File: src/hw/rtl/lbc_pkg.sv
// ----------------------------------------------------------------------------
// lbc_pkg
// shared types and constants for the block buffer cache
// ----------------------------------------------------------------------------
package lbc_pkg;
  localparam int unsigned NumBuffersDef = 32;
  localparam int unsigned CountWidthDef = 8;
  localparam int unsigned SlotW = 5;
  localparam int unsigned DevW = 8;
  localparam int unsigned BlkW = 32;
  localparam int unsigned OutCntW = 8;

  typedef enum logic [1:0] {
    KIND_GET     = 2'd0,
    KIND_RELEASE = 2'd1,
    KIND_PIN     = 2'd2,
    KIND_UNPIN   = 2'd3
  } kind_e;

  typedef enum logic [1:0] {
    ST_OK       = 2'd0,
    ST_NO_FREE  = 2'd1,
    ST_UNDER    = 2'd2,
    ST_OVER     = 2'd3
  } status_e;

  typedef struct packed {
    logic scan_start;
    logic scan_step;
    logic victim_mode;
    logic apply_get;
    logic apply_slot;
    logic age_start;
    logic age_step;
  } cmd_t;

  typedef struct packed {
    logic scan_last;
    logic hit_found;
    logic need_age;
  } stat_t;
endpackage

File: src/hw/rtl/lbc_ctrl.sv
// ----------------------------------------------------------------------------
// lbc_ctrl
// sequencer for scans, update and rank aging
// ----------------------------------------------------------------------------
module lbc_ctrl (
  input  logic          clk_i,
  input  logic          rst_ni,
  input  logic          in_valid_i,
  input  logic [1:0]    kind_i,
  output logic          in_stall_o,
  output logic          out_valid_o,
  input  logic          out_stall_i,
  input  lbc_pkg::stat_t stat_i,
  output lbc_pkg::cmd_t  cmd_o
);
  typedef enum logic [5:0] {
    S_IDLE   = 6'b000001,
    S_HSCAN  = 6'b000010,
    S_VSCAN  = 6'b000100,
    S_APPLY  = 6'b001000,
    S_AGE    = 6'b010000,
    S_OUT    = 6'b100000
  } state_e;

  state_e state_q, state_d;
  logic is_get_q, is_get_d;
  logic acc;

  assign in_stall_o = (state_q != S_IDLE);
  assign acc = in_valid_i && (state_q == S_IDLE);
  assign out_valid_o = (state_q == S_OUT);

  always_comb begin
    state_d = state_q;
    is_get_d = is_get_q;
    cmd_o = '0;
    case (state_q)
      S_IDLE: begin
        if (acc) begin
          is_get_d = (kind_i == lbc_pkg::KIND_GET);
          cmd_o.scan_start = 1'b1;
          state_d = (kind_i == lbc_pkg::KIND_GET) ? S_HSCAN : S_APPLY;
        end
      end
      S_HSCAN: begin
        cmd_o.scan_step = 1'b1;
        if (stat_i.scan_last) begin
          state_d = S_VSCAN;
        end
      end
      S_VSCAN: begin
        if (stat_i.hit_found) begin
          state_d = S_APPLY;
        end else begin
          cmd_o.scan_step = 1'b1;
          cmd_o.victim_mode = 1'b1;
          if (stat_i.scan_last) begin
            state_d = S_APPLY;
          end
        end
      end
      S_APPLY: begin
        cmd_o.apply_get = is_get_q;
        cmd_o.apply_slot = !is_get_q;
        if (!is_get_q && stat_i.need_age) begin
          cmd_o.age_start = 1'b1;
          state_d = S_AGE;
        end else begin
          state_d = S_OUT;
        end
      end
      S_AGE: begin
        cmd_o.age_step = 1'b1;
        if (stat_i.scan_last) begin
          state_d = S_OUT;
        end
      end
      S_OUT: begin
        if (!out_stall_i) begin
          state_d = S_IDLE;
        end
      end
      default: state_d = S_IDLE;
    endcase
  end

  always_ff @(posedge clk_i or negedge rst_ni) begin
    if (!rst_ni) begin
      state_q <= S_IDLE;
      is_get_q <= 1'b0;
    end else begin
      state_q <= state_d;
      is_get_q <= is_get_d;
    end
  end
endmodule

File: src/hw/rtl/lbc_dpath.sv
// ----------------------------------------------------------------------------
// lbc_dpath
// entry table, scan pointer, best-entry tracking and result register
// ----------------------------------------------------------------------------
module lbc_dpath #(
  parameter int unsigned NUM_BUFFERS = lbc_pkg::NumBuffersDef,
  parameter int unsigned COUNT_WIDTH = lbc_pkg::CountWidthDef
) (
  input  logic                      clk_i,
  input  logic                      rst_ni,
  input  logic                      acc_i,
  input  logic [1:0]                kind_i,
  input  logic [lbc_pkg::DevW-1:0]  device_i,
  input  logic [lbc_pkg::BlkW-1:0]  block_number_i,
  input  logic [lbc_pkg::SlotW-1:0] slot_i,
  input  lbc_pkg::cmd_t             cmd_i,
  output lbc_pkg::stat_t            stat_o,
  output logic [lbc_pkg::SlotW-1:0] buffer_slot_o,
  output logic                      needs_load_o,
  output logic [1:0]                status_o,
  output logic [lbc_pkg::OutCntW-1:0] ref_count_o
);
  localparam int unsigned IdxW = (NUM_BUFFERS > 1) ? $clog2(NUM_BUFFERS) : 1;
  localparam logic [COUNT_WIDTH-1:0] CountMax = '1;
  localparam logic [IdxW-1:0] LastIdx = IdxW'(NUM_BUFFERS - 1);

  logic [lbc_pkg::DevW-1:0] tdev_q [NUM_BUFFERS];
  logic [lbc_pkg::BlkW-1:0] tblk_q [NUM_BUFFERS];
  logic [NUM_BUFFERS-1:0]   vld_q;
  logic [COUNT_WIDTH-1:0]   cnt_q [NUM_BUFFERS];
  logic [IdxW-1:0]          rank_q [NUM_BUFFERS];

  logic [1:0]                kind_q;
  logic [lbc_pkg::DevW-1:0]  dev_q;
  logic [lbc_pkg::BlkW-1:0]  blk_q;
  logic [lbc_pkg::SlotW-1:0] slot_q;
  logic [IdxW-1:0]           ptr_q;
  logic                      hit_q, free_q;
  logic [IdxW-1:0]           best_q, brank_q, arank_q;
  logic                      slot_ok;
  logic [IdxW-1:0]           sidx;

  logic [lbc_pkg::SlotW-1:0] rslot_q;
  logic                      rload_q;
  logic [1:0]                rstat_q;
  logic [COUNT_WIDTH-1:0]    rcnt_q;

  // combinational next value for slot operations
  logic [COUNT_WIDTH-1:0] sc;
  logic [1:0]             sst;
  logic                   sage;

  assign slot_ok = ({{(32-lbc_pkg::SlotW){1'b0}}, slot_q} < 32'(NUM_BUFFERS));
  assign sidx = IdxW'(slot_q);
  assign stat_o.scan_last = (ptr_q == LastIdx);
  assign stat_o.hit_found = hit_q;
  assign stat_o.need_age = slot_ok && sage;

  assign buffer_slot_o = rslot_q;
  assign needs_load_o = rload_q;
  assign status_o = rstat_q;
  assign ref_count_o = lbc_pkg::OutCntW'({{16{1'b0}}, rcnt_q});

  always_comb begin
    sc = cnt_q[sidx];
    sst = lbc_pkg::ST_OK;
    sage = 1'b0;
    if (kind_q == lbc_pkg::KIND_PIN) begin
      if (sc == CountMax) sst = lbc_pkg::ST_OVER;
      else sc = sc + 1'b1;
    end else begin
      if (sc == '0) sst = lbc_pkg::ST_UNDER;
      else begin
        sc = sc - 1'b1;
        sage = (kind_q == lbc_pkg::KIND_RELEASE) && (sc == '0);
      end
    end
  end

  always_ff @(posedge clk_i or negedge rst_ni) begin
    if (!rst_ni) begin
      for (int i = 0; i < NUM_BUFFERS; i++) begin
        tdev_q[i] <= '0;
        tblk_q[i] <= '0;
        cnt_q[i] <= '0;
        rank_q[i] <= IdxW'(i);
      end
      vld_q <= '0;
      ptr_q <= '0;
      hit_q <= 1'b0;
      free_q <= 1'b0;
      kind_q <= '0;
      dev_q <= '0;
      blk_q <= '0;
      slot_q <= '0;
      best_q <= '0;
      brank_q <= '0;
      arank_q <= '0;
      rslot_q <= '0;
      rload_q <= 1'b0;
      rstat_q <= lbc_pkg::ST_OK;
      rcnt_q <= '0;
    end else begin
      if (acc_i) begin
        kind_q <= kind_i;
        dev_q <= device_i;
        blk_q <= block_number_i;
        slot_q <= slot_i;
      end
      if (cmd_i.scan_start || cmd_i.age_start) begin
        ptr_q <= '0;
        hit_q <= 1'b0;
        free_q <= 1'b0;
      end else if (cmd_i.scan_step) begin
        ptr_q <= (ptr_q == LastIdx) ? '0 : ptr_q + 1'b1;
        if (!cmd_i.victim_mode) begin
          if (tdev_q[ptr_q] == dev_q && tblk_q[ptr_q] == blk_q &&
              (!hit_q || rank_q[ptr_q] > brank_q)) begin
            hit_q <= 1'b1;
            best_q <= ptr_q;
            brank_q <= rank_q[ptr_q];
          end
        end else begin
          if (cnt_q[ptr_q] == '0 && (!free_q || rank_q[ptr_q] < brank_q)) begin
            free_q <= 1'b1;
            best_q <= ptr_q;
            brank_q <= rank_q[ptr_q];
          end
        end
      end else if (cmd_i.age_step) begin
        ptr_q <= (ptr_q == LastIdx) ? '0 : ptr_q + 1'b1;
      end
      if (cmd_i.apply_get) begin
        rload_q <= 1'b0;
        rstat_q <= lbc_pkg::ST_OK;
        if (hit_q) begin
          rslot_q <= lbc_pkg::SlotW'({{8{1'b0}}, best_q});
          rload_q <= !vld_q[best_q];
          vld_q[best_q] <= 1'b1;
          if (cnt_q[best_q] == CountMax) begin
            rstat_q <= lbc_pkg::ST_OVER;
            rcnt_q <= CountMax;
          end else begin
            cnt_q[best_q] <= cnt_q[best_q] + 1'b1;
            rcnt_q <= cnt_q[best_q] + 1'b1;
          end
        end else if (free_q) begin
          rslot_q <= lbc_pkg::SlotW'({{8{1'b0}}, best_q});
          rload_q <= 1'b1;
          vld_q[best_q] <= 1'b1;
          tdev_q[best_q] <= dev_q;
          tblk_q[best_q] <= blk_q;
          cnt_q[best_q] <= COUNT_WIDTH'(1);
          rcnt_q <= COUNT_WIDTH'(1);
        end else begin
          rslot_q <= '0;
          rstat_q <= lbc_pkg::ST_NO_FREE;
          rcnt_q <= '0;
        end
      end
      if (cmd_i.apply_slot) begin
        rslot_q <= slot_q;
        rload_q <= 1'b0;
        if (slot_ok) begin
          cnt_q[sidx] <= sc;
          rcnt_q <= sc;
          rstat_q <= sst;
          arank_q <= rank_q[sidx];
        end else begin
          rcnt_q <= '0;
          rstat_q <= lbc_pkg::ST_OK;
        end
      end
      if (cmd_i.age_step) begin
        if (ptr_q == sidx) rank_q[ptr_q] <= LastIdx;
        else if (rank_q[ptr_q] > arank_q) rank_q[ptr_q] <= rank_q[ptr_q] - 1'b1;
      end
    end
  end
endmodule

File: src/hw/rtl/lru_block_buffer_cache.sv
// ----------------------------------------------------------------------------
// lru_block_buffer_cache
// reference-counted buffer table with recency replacement
// ----------------------------------------------------------------------------
// channel | valid / stall        | payload
// in      | in_valid_i/in_stall_o | kind, device, block_number, slot
// out     | out_valid_o/out_stall_i | buffer_slot, needs_load, status, ref_count
// a get runs a full tag scan, then a victim scan that is skipped after a hit,
// then the update; release/pin/unpin go straight to the update, plus an aging
// pass when a release ages the recency ranks; one entry visited per cycle
// reset clears tags, counts and valid bits at once and sets ranks to index
// the result register holds while out_stall_i is high; no new request meanwhile
module lru_block_buffer_cache #(
  parameter int unsigned NUM_BUFFERS = lbc_pkg::NumBuffersDef,
  parameter int unsigned COUNT_WIDTH = lbc_pkg::CountWidthDef
) (
  input  logic                        clk_i,
  input  logic                        rst_ni,
  input  logic                        in_valid_i,
  output logic                        in_stall_o,
  input  logic [1:0]                  kind_i,
  input  logic [lbc_pkg::DevW-1:0]    device_i,
  input  logic [lbc_pkg::BlkW-1:0]    block_number_i,
  input  logic [lbc_pkg::SlotW-1:0]   slot_i,
  output logic                        out_valid_o,
  input  logic                        out_stall_i,
  output logic [lbc_pkg::SlotW-1:0]   buffer_slot_o,
  output logic                        needs_load_o,
  output logic [1:0]                  status_o,
  output logic [lbc_pkg::OutCntW-1:0] ref_count_o
);
  lbc_pkg::cmd_t  cmd;
  lbc_pkg::stat_t stat;

  lbc_ctrl u_ctrl (
    .clk_i, .rst_ni, .in_valid_i, .kind_i, .in_stall_o, .out_valid_o,
    .out_stall_i, .stat_i(stat), .cmd_o(cmd)
  );

  lbc_dpath #(.NUM_BUFFERS(NUM_BUFFERS), .COUNT_WIDTH(COUNT_WIDTH)) u_dpath (
    .clk_i, .rst_ni, .acc_i(in_valid_i && !in_stall_o), .kind_i, .device_i,
    .block_number_i, .slot_i, .cmd_i(cmd), .stat_o(stat), .buffer_slot_o,
    .needs_load_o, .status_o, .ref_count_o
  );
endmodule
File: config.mk
export PLATFORM = sky130hd
export DESIGN_NAME = lru_block_buffer_cache
export DESIGN_NICKNAME = d
export VERILOG_FILES = /design/src/hw/rtl/lbc_pkg.sv /design/src/hw/rtl/lbc_ctrl.sv /design/src/hw/rtl/lbc_dpath.sv /design/src/hw/rtl/lru_block_buffer_cache.sv
export SDC_FILE = /design/constraint.sdc
export NUM_CORES = 2
export LEC_CHECK = 0
export ABC_AREA = 1
export BUFFER_PORTS_ARGS = -buffer_cell sky130_fd_sc_hd__clkbuf_2
export CORE_MARGIN = 4
export CORE_UTILIZATION = 35
export CTS_BUF_LIST = sky130_fd_sc_hd__clkbuf_4 sky130_fd_sc_hd__clkbuf_8
export DETAILED_ROUTE_END_ITERATION = 16
export GPL_ROUTABILITY_DRIVEN = 0
export PLACE_DENSITY = 0.53
export SKIP_CTS_REPAIR_TIMING = 1
export SKIP_LAST_GASP = 1
export SYNTH_ARGS = -nofsm -noshare
export SYNTH_HDL_FRONTEND = slang
export SYNTH_HIERARCHICAL = 1
export SYNTH_SLANG_ARGS = --single-unit
File: constraint.sdc
create_clock -name clk_i -period 4.1 [get_ports clk_i]
set_input_delay 0.82 -clock clk_i [delete_from_list [all_inputs] [get_ports clk_i]]
set_output_delay 0.82 -clock clk_i [all_outputs]
set_load 0.02 [all_outputs]
# After elaboration in Yosys (flattened, before gate mapping)
# Index checks and enable logic that the tools add are counted.
[totals] register_bits=1820 input_bits=51 out_inout_bits=18
[op_classes] addsub=5 magnitude_cmp=11 n_eq_ne=22 muxes=108 bitwise=10 reduce_logical=40
[ops] cell="two-way mux 256 bit" n=5
[ops] cell="bitwise mux 1024 bit" n=1
[ops] cell="bitwise mux 256 bit" n=3
[ops] cell="two-way mux 160 bit" n=2
[ops] cell="bitwise AND 224 bit" n=1
[ops] cell="inverter 224 bit" n=1
[ops] cell="binary-select mux 32 bit (select 5 bit)" n=1
[ops] cell="binary-select mux 8 bit (select 5 bit)" n=4
[ops] cell="bitwise mux 160 bit" n=1
[ops] cell="demux 32 bit (select 5 bit)" n=1
[ops] cell="two-way mux 32 bit" n=5
[ops] cell="bitwise OR 160 bit" n=1
[ops] cell="two-way mux 8 bit" n=17
[ops] cell="two-way mux 5 bit" n=19
[ops] cell="demux 8 bit (select 5 bit)" n=2
[ops] cell="bitwise OR 32 bit" n=2
[ops] cell="binary-select mux 5 bit (select 5 bit)" n=2
[ops] cell="two-way mux 6 bit" n=7
[ops] cell="one-hot mux 6 bit (6 select lines)" n=1
[ops] cell="equality test 32 bit" n=1
[ops] cell="demux 5 bit (select 5 bit)" n=1
[ops] cell="zero test 8 bit" n=3
[ops] cell="two-way mux 1 bit" n=23
[ops] cell="greater-or-equal comparator 6 bit (second input constant)" n=3
[ops] cell="43 further kinds" n=89

# Depth between registers and ports, before layout
[depth] word_depth=15 ltp_mapped=30

# By module
# The synthesis kept the hierarchy.
[by_module_without_submodules] mod="lbc_dpath" n_inst=1 cells_each=14066 area_per_inst_um2=97948.9 seq_area_each_um2=45468.6
[by_module_without_submodules] mod="lbc_ctrl" n_inst=1 cells_each=71 area_per_inst_um2=501.7 seq_area_each_um2=176.4
[by_module_without_submodules] mod="lru_block_buffer_cache" n_inst=1 cells_each=2 area_per_inst_um2=10.0 seq_area_each_um2=0.0

# Least setup slack after synthesis
# No wires, ideal clock.
[synth_path] path_kind="register -> register" start="register u_dpath.ptr_q[1]" end="register u_dpath.best_q[0]" setup_time_ps=117 arrival_time_ps=3395 setup_slack_ps=588 path_stages_with_launch=28 n_path_buf=5 synth_period_minus_slack_ps=3512 cell_sequence="dfrtp_1 buf_2 inv_1 buf_2 buf_2 buf_2 buf_2 a21oi_1 o21ai_0 a21oi_1 nor4b_1 inv_1 ha_1 nand2_1 nor2_1 nand2_1 o211ai_1 a21oi_1 a21oi_1 nand3_1 nor2_1 nand2_1 nor2_1 nand2_1 nand2_1 nand2_1 nand2_1 nand2_1"
[synth_via] elab_chain_cells=9 word_cells_on_any_way=26
[synth_rtl] item="start: declaration" line="lbc_dpath.sv:37" text="logic [IdxW-1:0] ptr_q;"
[synth_rtl] item="start signal: assignment" line="lbc_dpath.sv:115" text="ptr_q <= (ptr_q == LastIdx) ? '0 : ptr_q + 1'b1;"
[synth_rtl] item="start signal: assignment" line="lbc_dpath.sv:131" text="ptr_q <= (ptr_q == LastIdx) ? '0 : ptr_q + 1'b1;"
[synth_rtl] item="inverter 5 -> 6 bit (not written as such) *" line="lbc_dpath.sv:117, lbc_dpath.sv:118, lbc_dpath.sv:124"
[synth_rtl] item="binary-select mux 5 bit (select 5 bit), or another cell as far along" line="lbc_dpath.sv:118, lbc_dpath.sv:124"
[synth_rtl] item="two-way mux 5 bit (not written as such), or another cell as far along (2 in series)" line="lbc_dpath.sv:118, lbc_dpath.sv:124"
[synth_rtl] item="less-than comparator 5 bit, or another cell as far along" line="lbc_dpath.sv:124" text="if (cnt_q[ptr_q] == '0 && (!free_q || rank_q[ptr_q] < brank_q)) begin"
[synth_rtl] item="logical OR 1 bit, or another cell as far along" line="lbc_dpath.sv:124"
[synth_rtl] item="logical AND 1 bit (on tied branches)" line="lbc_dpath.sv:124, lbc_dpath.sv:117"
[synth_rtl] item="!= test 2 bit (no source line) or nonzero test 2 bit (tied branches)"
[synth_rtl] item="AND reduction 4 bit (no source line) *"
[synth_rtl] item="end signal: assignment" line="lbc_dpath.sv:120" text="best_q <= ptr_q;"
[synth_rtl] item="end signal: assignment" line="lbc_dpath.sv:126" text="best_q <= ptr_q;"
[synth_rtl] item="end: declaration" line="lbc_dpath.sv:39" text="logic [IdxW-1:0] best_q, brank_q, arank_q;"
# Mark *: on every way between the ends. The rest lies on a longest branch, timed or not. The select of a mux whose other input is x is not followed.
# A chain may end at the register's enable or synchronous reset.

==> flow_summary.toml <==
[die]
start_util_pct = 35.2
core_area_um2 = 280000
die_w_um = 538
die_h_um = 538
dieArea_um2 = 290000
rows = 194
ioPinCount = 69

[finish]
fin_cells = 18300
regArea_um2 = 45700
drive_above_1_share_pct = 11.4
final_area_um2 = 115000
multi_input_area_um2 = 45600
area_growth_pct = 16.5
nFillCells = 29600
nets = 14300

[sta]
setup_violations = 0
min_period_over_period_pct = 96.8
worstMarginPinSlew_ns = 1.43
max_slew_margin_pct = 4.58
drv_slew = 0
fmax_ghz = 0.252
period_needed_ns = 3.97
grt_setup_unrepaired = "yes"
hold_violations = 0
skew_ns = 0.0880

[clock_network]
cts.clk_slew.worst_paths_ns = 0.06
clk_latency_ns = 1.07
cts_tree = "done"
clockRootBuffer = "clkbuf_8"
htreeDepth = 5
cts_buffer_depth = 4
cts.sinks = 1820
cts_buffers = 343

[synthesis]
synth_top_area_share_pct = 44.2
syn_inst = 14100
yosys_warnings = 6
netlist_top_cells_area = "dfrtp_1 (44%), nand2_1 (19%), o21ai_0 (11%)"
synth_top_flop_cell = "dfrtp_1"
synth.distinct_cells = 55
syn_avg_cell_area_um2 = 6.96
syn_area_um2 = 98500
seq_area_frac_synth_pct = 46.4
synth_edf_count = 0
ys_ff_latch = 1820
async_reset_ff_share_pct = 100
synth_nets = 14200
synth_top_cell_by_area = "dfrtp_1"

[place]
place_hpwl_um = 256000
dpl_cell_area_um2 = 107000
place_inst = 17600
port_buffers = 68

[power]
finalPower_mw = 78.0
p_per_area_nw_per_um2 = 680
peakVddDrop_v = 0.00254
leakage_nw = 55.1

[detailed_routing]
viasPerCell = 5.33
drt_first_pass_iters = 8
drt_iter0_markers = 11100
post_drt_wl_per_cell_um = 22.7
post-route-drc-count = 0
wl_um = 414000
via_count = 97300
drtAntennaViolNets = 0

[critical_path]
crit_path_end_kind = "register"
max_stage_delay_ns = 0.44
crit_path_max_fanout = 7
crit_family = "buffers and inverters"
cp-start-kind = "register"
cp_slowest_cell = "dfrtp_2"
path_class = "reg -> reg"
critPathArrivalTime_ns = 4.90
worst-path-buf-inv = 11
cp.required_ns = 5.03

[global_routing]
antenna_found_initial = 13
grt_pass1_wl_um = 615000
grt_start_max_net_pins = 159
grt-ovfl-total = 0
grt_pass1_vias = 90900
grt_use_total_pct = 27.6

[job]
drv_cap = 0

[run_status]
status = "complete, no violations"

[hold_path]
hp-class = "in -> reg"
==> metal layers <==
metal / part of all wire (%) / GRT usage [%] / vias to the layer above
li1: - / - / 45600
met1: 43 / 37.9 / 46500
met2: 44 / 42.4 / 4276
met3: 8.2 / 4.77 / 982
met4: 5.3 / 12.6 / 4
met5: 0.0085 / 0 / -
==> worst register-to-register path: cells and delay by family (launching register included) <==
kind / cells / cell delay [ns]
compound gates: 3 / 0.38
xor+xnor: 1 / 0.19
flops: 1 / 0.44
simple gates: 15 / 1.40
buf+inv: 11 / 1.46
==> synth_stat cells (49+ instances only) <==
| library cell | number |
|---|---|
| nand2_1 | 4927 |
| o21ai_0 | 2075 |
| dfrtp_1 | 1739 |
| nor2_1 | 1454 |
| inv_1 | 967 |
| a21oi_1 | 795 |
| clkbuf_1 | 664 |
| nand3_1 | 439 |
| buf_2 | 206 |
| a22oi_1 | 138 |
| o22ai_1 | 107 |
| dfstp_2 | 81 |
| o21ai_1 | 79 |
| nand4_1 | 64 |
| inv_2 | 49 |
==> state kept, by name (all words and copies together), names as in the netlist <==
signal and cells:
u_ctrl/state_q 6, u_dpath/ref_count_o 8, u_dpath/sidx 5, u_dpath/vld_q 32
u_dpath/ptr_q 5, u_dpath/kind_q 2, u_dpath/arank_q 5, u_dpath/rank_q 160
u_ctrl/is_get_q 1, u_dpath/best_q 5, u_dpath/cnt_q 256, u_dpath/hit_q 1
u_dpath/dev_q 8, u_dpath/blk_q 32, u_dpath/buffer_slot_o 5, u_dpath/status_o 2
u_dpath/free_q 1, u_dpath/needs_load_o 1, u_dpath/tdev_q 256, u_dpath/tblk_q 1024
u_dpath/brank_q 5
==> path summary, 6_finish.rpt <==
kind                                       endpoint               start  slack, ns  cells past startpoint
max in group asynchronous       u_dpath/tblk_q[396]              rst_ni       2.54                      4
min in group asynchronous       u_dpath/tblk_q[610]              rst_ni       0.41                      2
worst max register to register    u_dpath/best_q[0]     u_dpath/sidx[0]       0.13                     30
worst max-delay path              u_dpath/best_q[0]     u_dpath/sidx[0]       0.13                     30
worst min-delay path              u_dpath/blk_q[18]  block_number_i[18]       0.01                      3
worst min register to register    u_dpath/vld_q[27]   u_dpath/vld_q[27]       0.45                      2
==> placed cells by master (no fill, tap or decap), types with 24 or more instances in the layout <==
cell type and instances:
o21ai_1 81, nor2_4 24, nand2_1 4874, a21oi_1 793, clkbuf_4 109, a211oi_1 35, inv_2 51, o22ai_1 107
nor3_1 40, nand3_1 438, buf_4 485, buf_12 146, clkinv_2 38, clkbuf_8 429, nor2_1 1426, nand2_4 36
inv_1 958, nand4_1 64, dfrtp_1 1734, nand2_2 54, dfstp_2 81, a22oi_1 129, clkbuf_2 67, o21ai_0 2070
==> where the power goes <==
part	internal, mW	total (mW)	switching (mW)
sequential	19.3	21.4	2.02
combinational	11.1	37.0	25.9
clock	11.0	19.6	8.56
==> cell families after synthesis <==
family                     synth area share (%)
buffers and inverters                      7.93
DFF                                        46.4
adders and majority gates                 0.267
muxes                                    0.0114
xor gates and xnor gates                 0.0623
and+or+nand+nor                            27.8
AOI/OAI and AO/OA                          17.6
==> layout make-up <==
cell class                      instances  share of cell area (%)
Antenna cell                            6                  0.0131
Sequential cell                      1820                    39.8
Clock buffer                          538                    5.86
Inverter                             1032                    3.41
Tap cell                             3724                    4.06
Timing Repair inverter                  1                 0.00763
Timing Repair Buffer                  730                    6.44
Clock inverter                         71                   0.668
Multi-Input combinational cell      10300                    39.8
==> per-stage QoR <==
stage	hold WS [ns]	util, %	setup TNS (ns)	setup WS (ns)
after CTS	-0.304	40.8	-1.16	-0.129
final	0.0107	41.0	0	0.130
after detailed placement	0.438	38.1	-0.276	-0.0355
after global placement	0.431	38.1	-0.562	-0.0676
after floorplan	0.422	-	0	0.588
after global routing	0.00201	41.0	-0.262	-0.0521
(Power assumes the default switching activity.)
